==> config.mk <==
export PLATFORM = sky130hd
export DESIGN_NAME = multi_timer_expiry_scanner
export DESIGN_NICKNAME = d
export VERILOG_FILES = /design/src/mtes_pkg.sv /design/src/mtes_ctrl.sv /design/src/mtes_dpath.sv /design/src/multi_timer_expiry_scanner.sv
export SDC_FILE = /design/constraint.sdc
export NUM_CORES = 1
export LEC_CHECK = 0
export CAP_MARGIN = 10
export CORE_ASPECT_RATIO = 2
export CORE_MARGIN = 3
export CORE_UTILIZATION = 40
export CTS_CLUSTER_SIZE = 16
export DETAILED_ROUTE_END_ITERATION = 8
export DONT_BUFFER_PORTS = 1
export GPL_TIMING_DRIVEN = 0
export SLEW_MARGIN = 20
export SYNTH_ARGS = -nofsm -noshare
export SYNTH_HDL_FRONTEND = slang
export SYNTH_HIERARCHICAL = 1
export SYNTH_SLANG_ARGS = --single-unit
==> constraint.sdc <==
create_clock -name aclk -period 5.9 [get_ports aclk]
set_input_delay 0 -clock aclk [delete_from_list [all_inputs] [get_ports aclk]]
set_output_delay 0 -clock aclk [all_outputs]
set_load 0.03 [all_outputs]
==> src/mtes_pkg.sv <==
package mtes_pkg;

    localparam int NUM_TIMERS_DEF = 8;
    localparam int IDX_W          = 3;
    localparam int TIME_W         = 32;
    localparam int ACT_W          = 2;

    localparam logic CMD_ARM     = 1'b0;
    localparam logic CMD_PROCESS = 1'b1;

    localparam logic [ACT_W-1:0] ACT_STOP    = 2'd0;
    localparam logic [ACT_W-1:0] ACT_RESTART = 2'd1;
    localparam logic [ACT_W-1:0] ACT_BREAK   = 2'd2;

    localparam logic KIND_REPORT  = 1'b0;
    localparam logic KIND_SUMMARY = 1'b1;

    typedef struct packed {
        logic              cmd;
        logic [IDX_W-1:0]  timer_index;
        logic [TIME_W-1:0] duration_ms;
        logic [ACT_W-1:0]  on_expiry;
        logic [TIME_W-1:0] now_ms;
    } in_item_t;

    typedef struct packed {
        logic              kind;
        logic [IDX_W-1:0]  expired_index;
        logic [TIME_W-1:0] overshoot_ms;
        logic [TIME_W-1:0] wait_ms;
        logic              none_pending;
        logic              last;
    } out_item_t;

    // controller to datapath
    typedef struct packed {
        logic arm_wr;
        logic scan_start;
        logic eval;
        logic idx_inc;
        logic fold_pend;
        logic emit_report;
        logic restart_calc;
        logic restart_wr;
        logic emit_summary;
        logic brk;
    } ctl_t;

    // datapath to controller
    typedef struct packed {
        logic             armed;
        logic             expired;
        logic [ACT_W-1:0] act;
        logic             last_idx;
        logic             out_free;
    } sts_t;

endpackage

==> src/mtes_ctrl.sv <==
module mtes_ctrl (
    input  logic           aclk,
    input  logic           aresetn,
    input  logic           s_valid,
    input  logic           s_cmd,
    output logic           s_ready,
    input  mtes_pkg::sts_t sts,
    output mtes_pkg::ctl_t ctl
);

    typedef enum logic [2:0] {
        ST_IDLE,
        ST_EVAL,
        ST_REPORT,
        ST_RST_CALC,
        ST_RST_WRITE,
        ST_SUMMARY
    } state_t;

    state_t state_reg, state_next;
    logic   brk_reg, brk_next;

    always_comb begin
        state_next = state_reg;
        brk_next   = brk_reg;
        ctl        = '0;
        s_ready    = 1'b0;
        unique case (state_reg)
            ST_IDLE: begin
                s_ready = 1'b1;
                if (s_valid) begin
                    if (s_cmd == mtes_pkg::CMD_ARM) begin
                        ctl.arm_wr = 1'b1;
                    end else begin
                        ctl.scan_start = 1'b1;
                        brk_next       = 1'b0;
                        state_next     = ST_EVAL;
                    end
                end
            end
            ST_EVAL: begin
                ctl.eval = 1'b1;
                if (sts.armed && sts.expired) begin
                    state_next = ST_REPORT;
                end else begin
                    ctl.fold_pend = sts.armed;
                    if (sts.last_idx) begin
                        state_next = ST_SUMMARY;
                    end else begin
                        ctl.idx_inc = 1'b1;
                    end
                end
            end
            ST_REPORT: begin
                if (sts.out_free) begin
                    ctl.emit_report = 1'b1;
                    case (sts.act)
                        mtes_pkg::ACT_RESTART: state_next = ST_RST_CALC;
                        mtes_pkg::ACT_BREAK: begin
                            brk_next   = 1'b1;
                            state_next = ST_SUMMARY;
                        end
                        default: begin
                            if (sts.last_idx) begin
                                state_next = ST_SUMMARY;
                            end else begin
                                ctl.idx_inc = 1'b1;
                                state_next  = ST_EVAL;
                            end
                        end
                    endcase
                end
            end
            ST_RST_CALC: begin
                ctl.restart_calc = 1'b1;
                state_next       = ST_RST_WRITE;
            end
            ST_RST_WRITE: begin
                ctl.restart_wr = 1'b1;
                if (sts.last_idx) begin
                    state_next = ST_SUMMARY;
                end else begin
                    ctl.idx_inc = 1'b1;
                    state_next  = ST_EVAL;
                end
            end
            ST_SUMMARY: begin
                ctl.brk = brk_reg;
                if (sts.out_free) begin
                    ctl.emit_summary = 1'b1;
                    state_next       = ST_IDLE;
                end
            end
            default: state_next = ST_IDLE;
        endcase
    end

    always_ff @(posedge aclk) begin
        if (!aresetn) begin
            state_reg <= ST_IDLE;
            brk_reg   <= 1'b0;
        end else begin
            state_reg <= state_next;
            brk_reg   <= brk_next;
        end
    end

endmodule

==> src/mtes_dpath.sv <==
module mtes_dpath #(
    parameter int NumTimers = mtes_pkg::NUM_TIMERS_DEF
) (
    input  logic                aclk,
    input  logic                aresetn,
    input  mtes_pkg::in_item_t  s_item,
    input  mtes_pkg::ctl_t      ctl,
    output mtes_pkg::sts_t      sts,
    output logic                m_valid,
    input  logic                m_ready,
    output mtes_pkg::out_item_t m_item
);

    localparam int AW = (NumTimers > 1) ? $clog2(NumTimers) : 1;
    localparam int TW = mtes_pkg::TIME_W;

    logic [TW-1:0]                exp_mem [NumTimers];
    logic [TW-1:0]                per_mem [NumTimers];
    logic [mtes_pkg::ACT_W-1:0]   act_mem [NumTimers];
    logic [NumTimers-1:0]         vld_reg;

    logic [AW-1:0]                idx_reg, idx_next;
    logic [TW-1:0]                now_reg;
    logic [TW-1:0]                rd_end_reg, rd_per_reg;
    logic [mtes_pkg::ACT_W-1:0]   rd_act_reg;
    logic                         rd_vld_reg;
    logic [TW-1:0]                over_reg, wait_reg;
    logic [TW-1:0]                best_reg;
    logic                         have_reg;
    logic                         m_valid_reg;
    mtes_pkg::out_item_t          m_item_reg;

    logic                         arm_ok;
    logic [AW-1:0]                arm_addr;
    logic                         wr_en;
    logic [AW-1:0]                wr_addr;
    logic [TW-1:0]                wr_data;
    logic [TW-1:0]                pend_w, fold_w;
    logic                         fold_en;
    logic                         out_free;

    assign arm_ok   = int'(s_item.timer_index) < NumTimers;
    assign arm_addr = AW'(s_item.timer_index);

    always_comb begin
        if (ctl.scan_start) begin
            idx_next = '0;
        end else if (ctl.idx_inc) begin
            idx_next = idx_reg + AW'(1);
        end else begin
            idx_next = idx_reg;
        end
    end

    always_comb begin
        wr_en   = 1'b0;
        wr_addr = idx_reg;
        wr_data = '0;
        if (ctl.arm_wr) begin
            wr_en   = arm_ok;
            wr_addr = arm_addr;
            wr_data = s_item.now_ms + s_item.duration_ms;
        end else if (ctl.emit_report) begin
            wr_en = 1'b1;
        end else if (ctl.restart_wr) begin
            wr_en   = 1'b1;
            wr_data = now_reg + wait_reg;
        end
    end

    always_ff @(posedge aclk) begin
        if (wr_en) begin
            exp_mem[wr_addr] <= wr_data;
        end
        if (ctl.arm_wr && arm_ok) begin
            per_mem[arm_addr] <= s_item.duration_ms;
            act_mem[arm_addr] <= s_item.on_expiry;
        end
        rd_end_reg <= exp_mem[idx_next];
        rd_per_reg <= per_mem[idx_next];
        rd_act_reg <= act_mem[idx_next];
        rd_vld_reg <= vld_reg[idx_next];
    end

    always_ff @(posedge aclk) begin
        if (!aresetn) begin
            vld_reg <= '0;
        end else if (ctl.arm_wr && arm_ok) begin
            vld_reg[arm_addr] <= 1'b1;
        end
    end

    assign pend_w  = rd_end_reg - now_reg;
    assign fold_en = ctl.fold_pend || ctl.restart_wr;
    assign fold_w  = ctl.restart_wr ? wait_reg : pend_w;

    always_ff @(posedge aclk) begin
        if (!aresetn) begin
            idx_reg  <= '0;
            have_reg <= 1'b0;
        end else begin
            idx_reg <= idx_next;
            if (ctl.scan_start) begin
                have_reg <= 1'b0;
            end else if (fold_en) begin
                have_reg <= 1'b1;
            end
        end
    end

    always_ff @(posedge aclk) begin
        if (ctl.scan_start) begin
            now_reg <= s_item.now_ms;
        end
        if (ctl.eval) begin
            over_reg <= now_reg - rd_end_reg;
        end
        if (ctl.restart_calc) begin
            wait_reg <= (rd_per_reg > over_reg) ? (rd_per_reg - over_reg) : TW'(1);
        end
        if (fold_en && (!have_reg || fold_w < best_reg)) begin
            best_reg <= fold_w;
        end
    end

    assign out_free = !m_valid_reg || m_ready;

    always_ff @(posedge aclk) begin
        if (!aresetn) begin
            m_valid_reg <= 1'b0;
        end else if (ctl.emit_report || ctl.emit_summary) begin
            m_valid_reg <= 1'b1;
        end else if (m_ready) begin
            m_valid_reg <= 1'b0;
        end
    end

    always_ff @(posedge aclk) begin
        if (ctl.emit_report) begin
            m_item_reg.kind          <= mtes_pkg::KIND_REPORT;
            m_item_reg.expired_index <= (mtes_pkg::IDX_W)'(idx_reg);
            m_item_reg.overshoot_ms  <= over_reg;
            m_item_reg.wait_ms       <= '0;
            m_item_reg.none_pending  <= 1'b0;
            m_item_reg.last          <= 1'b0;
        end else if (ctl.emit_summary) begin
            m_item_reg.kind          <= mtes_pkg::KIND_SUMMARY;
            m_item_reg.expired_index <= '0;
            m_item_reg.overshoot_ms  <= '0;
            m_item_reg.wait_ms       <= (!ctl.brk && have_reg) ? best_reg : '0;
            m_item_reg.none_pending  <= !ctl.brk && !have_reg;
            m_item_reg.last          <= 1'b1;
        end
    end

    assign sts.armed    = rd_vld_reg && (rd_end_reg != '0);
    assign sts.expired  = rd_end_reg <= now_reg;
    assign sts.act      = rd_act_reg;
    assign sts.last_idx = idx_reg == AW'(NumTimers - 1);
    assign sts.out_free = out_free;

    assign m_valid = m_valid_reg;
    assign m_item  = m_item_reg;

endmodule

==> src/multi_timer_expiry_scanner.sv <==
// channel  direction  handshake          payload
// s_       in         s_valid / s_ready  in_item_t  (arm or process command)
// m_       out        m_valid / m_ready  out_item_t (expiry report or scan summary)
//
// an arm command gives no result
// a process command visits the timers in index order, adding a report step per
// expired timer and a calc and a write step per restart; while no report waits,
// one timer is visited per cycle, set by the registered read of the timer memory
// results wait in one output register; a stall on m_ready holds the scan
// aresetn is synchronous; it disarms all timers and empties the output register
module multi_timer_expiry_scanner #(
    parameter int NUM_TIMERS = mtes_pkg::NUM_TIMERS_DEF
) (
    input  logic                aclk,
    input  logic                aresetn,
    input  logic                s_valid,
    output logic                s_ready,
    input  mtes_pkg::in_item_t  s_item,
    output logic                m_valid,
    input  logic                m_ready,
    output mtes_pkg::out_item_t m_item
);

    mtes_pkg::ctl_t ctl;
    mtes_pkg::sts_t sts;

    mtes_ctrl u_ctrl (
        .aclk    (aclk),
        .aresetn (aresetn),
        .s_valid (s_valid),
        .s_cmd   (s_item.cmd),
        .s_ready (s_ready),
        .sts     (sts),
        .ctl     (ctl)
    );

    mtes_dpath #(
        .NumTimers (NUM_TIMERS)
    ) u_dpath (
        .aclk    (aclk),
        .aresetn (aresetn),
        .s_item  (s_item),
        .ctl     (ctl),
        .sts     (sts),
        .m_valid (m_valid),
        .m_ready (m_ready),
        .m_item  (m_item)
    );

    a_busy_after_process: assert property (@(posedge aclk) disable iff (!aresetn)
        s_valid && s_ready && s_item.cmd == mtes_pkg::CMD_PROCESS |=> !s_ready)
        else $error("input taken while a scan runs");

    a_report_inside_scan: assert property (@(posedge aclk) disable iff (!aresetn)
        m_valid && m_item.kind == mtes_pkg::KIND_REPORT |-> !s_ready && !m_item.last)
        else $error("expiry report outside a scan");

    a_summary_form: assert property (@(posedge aclk) disable iff (!aresetn)
        m_valid && m_item.kind == mtes_pkg::KIND_SUMMARY |->
            m_item.last && (!m_item.none_pending || m_item.wait_ms == '0))
        else $error("malformed scan summary");

    a_one_step_per_emit: assert property (@(posedge aclk) disable iff (!aresetn)
        !($onehot0({ctl.emit_report, ctl.emit_summary, ctl.arm_wr, ctl.scan_start}) == 1'b0))
        else $error("conflicting controller commands");

endmodule
==> flow_metrics.py <==
metrics = {
    "floorplanning": {
        "die_area_mm2": 0.0990,
        "start_util": 0.404,
        "boundaryPins": 146,
        "rows": 159,
        "die_h_um": 442,
        "coreArea_mm2": 0.0941,
        "die_w_um": 224,
    },
    "routing": {
        "avgViaCountPerCell": 5.72,
        "first_iter_violations": 1823,
        "drt-pass1-iter-count": 6,
        "wire_per_inst_um": 29.3,
        "dr_total_vias": 24100,
        "drc": 0,
        "postRouteAntennaNets": 0,
        "wl_mm": 123,
    },
    "synthesis": {
        "yosys_most_used_dff": "edfxtp_1",
        "syn_inst": 2716,
        "synth_compound_area_frac": 0.103,
        "synthSimpleGateAreaFrac": 0.0626,
        "synth.distinct_cells": 73,
        "ys_seq_area_frac": 0.608,
        "synth_mux_area_frac": 0.102,
        "synth_top_family_by_area": "compound AO/OA/AOI/OAI gates",
        "synth_xor_area_frac": 0.0311,
        "netlist_area_mm2": 0.0380,
        "synth_seq_cells": 809,
        "synth-edff-count": 691,
        "synth-async-reset-ratio": 0,
        "synth_fa_ha_area_frac": 0.0658,
        "ys_warn_count": 6,
        "syn_nets": 2987,
        "synth.avg_cell_area_um2": 14.0,
    },
    "timing": {
        "setup_tns_ns": 0,
        "period_share": 0.972,
        "drv_slew": 0,
        "fmax_mhz": 174,
        "hold_violations": 0,
        "setup_viol": 0,
        "period_minus_slack_ns": 5.74,
        "clock_skew_ns": 0.0408,
        "tightestPinTransition_ns": 1.12,
        "slew-limit-headroom": 0.247,
        "hold_slack_ns": 0.0794,
    },
    "final_layout": {
        "area_delta_synth_final_pct": 16.2,
        "final_common_cell": "edfxtp_1",
        "final_layout_size_suffix_gt1_frac": 0.149,
        "mostFrequentLayoutCells": "691 x edfxtp_1, 192 x ha_1, 169 x inv_1, 140 x a21oi_1, 134 x mux4_2",
        "final_nets": 3211,
        "num-fill-cells": 8152,
    },
    "cts": {
        "cts_tree": "done",
        "insertion_delay_ns": 0.69,
        "clock_sinks": 809,
        "path_clk_slew_ns": 0.06,
        "cts-buffers-inserted": 75,
        "clk_path_buf_depth": 3,
        "cts_setup_buffers": 0,
        "clockRootBuffer": "clkbuf_16",
        "cts_max_level": 3,
    },
    "worst_setup_path": {
        "slowest_stage": "mux4_2",
        "arrival_ns": 6.28,
        "cpMostUsedCell": "nand2_1",
        "required_ns": 6.44,
        "cp_top_family": "buffers and inverters",
        "max_stage_delay_ns": 0.54,
        "path_buf_inv": 5,
        "cp_cell_sequence": "inv_1, ha_1, clkbuf_1, nand3_1, o21ai_1, a21boi_0, o21ai_2, a21oi_1, a31o_2, nand2_1, nand2_1, a21oi_2, xnor2_1, nor2_2, buf_6, clkbuf_4, buf_4, mux4_2, mux2_2",
        "worstSetupPathType": "reg -> reg",
        "cp_max_fo": 10,
        "setup.worst_path.start_class": "register",
        "setup.worst_path.end_class": "register",
    },
    "pwr": {
        "seqPwrFrac": 0.345,
        "p_clk_frac": 0.214,
        "ir_drop_v": 0.000403,
        "power.leakage_nw": 16.0,
        "power_mw": 23.4,
        "power_switching_mw": 9.18,
        "powerDensity_mw_per_mm2": 530,
        "comb_power_share": 0.441,
        "power.internal_mw": 14.2,
        "p_sw_frac": 0.392,
    },
    "placed_design": {
        "io_buffer_count": 0,
        "globalplace.congestion": 0.937,
        "dp_hpwl_mm": 94.7,
    },
    "global_routing": {
        "first_global_vias": 24900,
        "grtUsageTotal": 0.248,
        "grt_max_degree": 34,
        "antenna_found_initial": 4,
        "grt_overflow_total": 0,
        "grt_pass1_wl_mm": 176,
    },
    "status": {
        "status": "complete, no violations",
    },
    "worst_hold_path": {
        "hold_class": "in -> reg",
    },
    "flow_run": {
        "drv_cap": 0,
    },
}
-- synthesized netlist by cell type, types with 13 or more instances --
cell        n  area, um2
nand2b_1   27        169
a31oi_1    20        125
mux2_2     70        788
ha_1      192       2400
and2_1     42        263
dfxtp_1   118       2360
mux4_2    134       3020
nor3_1     30        150
nor2b_1    25        156
a211oi_1   19        143
o21a_1     31        233
a21o_1    101        758
o21bai_1   15        113
xor2_1     49        429
nor2_1    129        484
inv_1     170        638
nand4_1    29        181
edfxtp_1  691      20700
xnor2_1    86        753
o21ai_0   135        676
nand3_1    26        130
a22o_1     41        359
nand2_1   131        492
o21ai_1    14       70.1
clkbuf_1   81        304
o31ai_1    13       97.6
a21oi_1   141        706
-- routing by layer --
metal	track usage	vias to the layer above	share of wire
met3	0.0413	292	0.051
met1	0.274	12100	0.36
met4	0.164	0	0.079
met2	0.438	905	0.51
met5	0	-	0
li1	-	10800	-
-- worst register-to-register path, cell delays in order, from the launching register on --
cell and delay, ns:
edfxtp_1 0.45, inv_1 0.07, ha_1 0.33, clkbuf_1 0.51, nand3_1 0.30, o21ai_1 0.36
a21boi_0 0.17, o21ai_2 0.27, a21oi_1 0.07, a31o_2 0.27, nand2_1 0.10, nand2_1 0.11
a21oi_2 0.32, xnor2_1 0.13, nor2_2 0.25, buf_6 0.23, clkbuf_4 0.36, buf_4 0.38
mux4_2 0.54, mux2_2 0.36
-- per-stage QoR --
step,setup slack (ns),cell area (um2),instances,util
floorplan,1.03,38000,2716,-
global placement,-2.23,39500,3923,0.420
detailed placement,-1.27,40400,3967,0.430
CTS,0.106,44100,4214,0.469
global route,-0.0252,44200,4209,0.469
finish,0.164,44200,4211,0.469
-- cells by family (layout without fill, tap and decap cells) --
logic type / after synthesis / count (layout)
AOI/OAI and AO/OA: 599 / 599
buffers and inverters: 275 / 560
xor gates and xnor gates: 135 / 135
and+or+nand+nor: 489 / 490
muxes: 212 / 212
other: 0 / 2
DFF: 809 / 809
adders and majority gates: 197 / 197
-- repair_timing --
action | CTS | global route
hold buffers | 108 | 0
setup endpoints to repair | 96 | 61
pin swaps | 0 | 1
gates resized for setup | 36 | 7
endpoints found under the hold margin | 502 | 0
gates cloned | 0 | 1
-- power by group through the flow --
stage | clock, mW | combinational [mW] | sequential [mW]
floorplan | 0 | 6.85 | 7.72
global placement | 0 | 9.84 | 8.20
detailed placement | 0 | 10.1 | 8.21
CTS | 5.15 | 10.3 | 8.08
global route | 5.34 | 11.1 | 8.11
finish | 5.01 | 10.3 | 8.07
-- area by class of cell --
type                    count  area (um2)  area share
repair buffers            152        1830      0.0415
plain buffers              98         464      0.0105
clock inverters            45         493      0.0112
well taps                1207        1510      0.0342
multi-input cells        1633       14100       0.318
clock buffers              94        2050      0.0465
inverters                 171         642      0.0145
diodes                      2        5.00    0.000113
flip-flops and latches    809       23100       0.523
-- final timing paths --
kind | slack, ns | from | to | depth (start not counted)
max | 0.16 | u_dpath/now_reg[20]$_DFFE_PP_ | u_dpath/rd_per_reg[30]$_DFF_P_ | 19
min | 0.08 | s_item[67] | u_dpath/exp_mem[3][30]$_DFFE_PP_ | 2
max reg2reg | 0.16 | u_dpath/now_reg[20]$_DFFE_PP_ | u_dpath/rd_per_reg[30]$_DFF_P_ | 19
min reg2reg | 0.47 | u_dpath/vld_reg[7]$_SDFFE_PN0P_ | u_dpath/vld_reg[7]$_SDFFE_PN0P_ | 1
(Power assumes the default switching activity.)
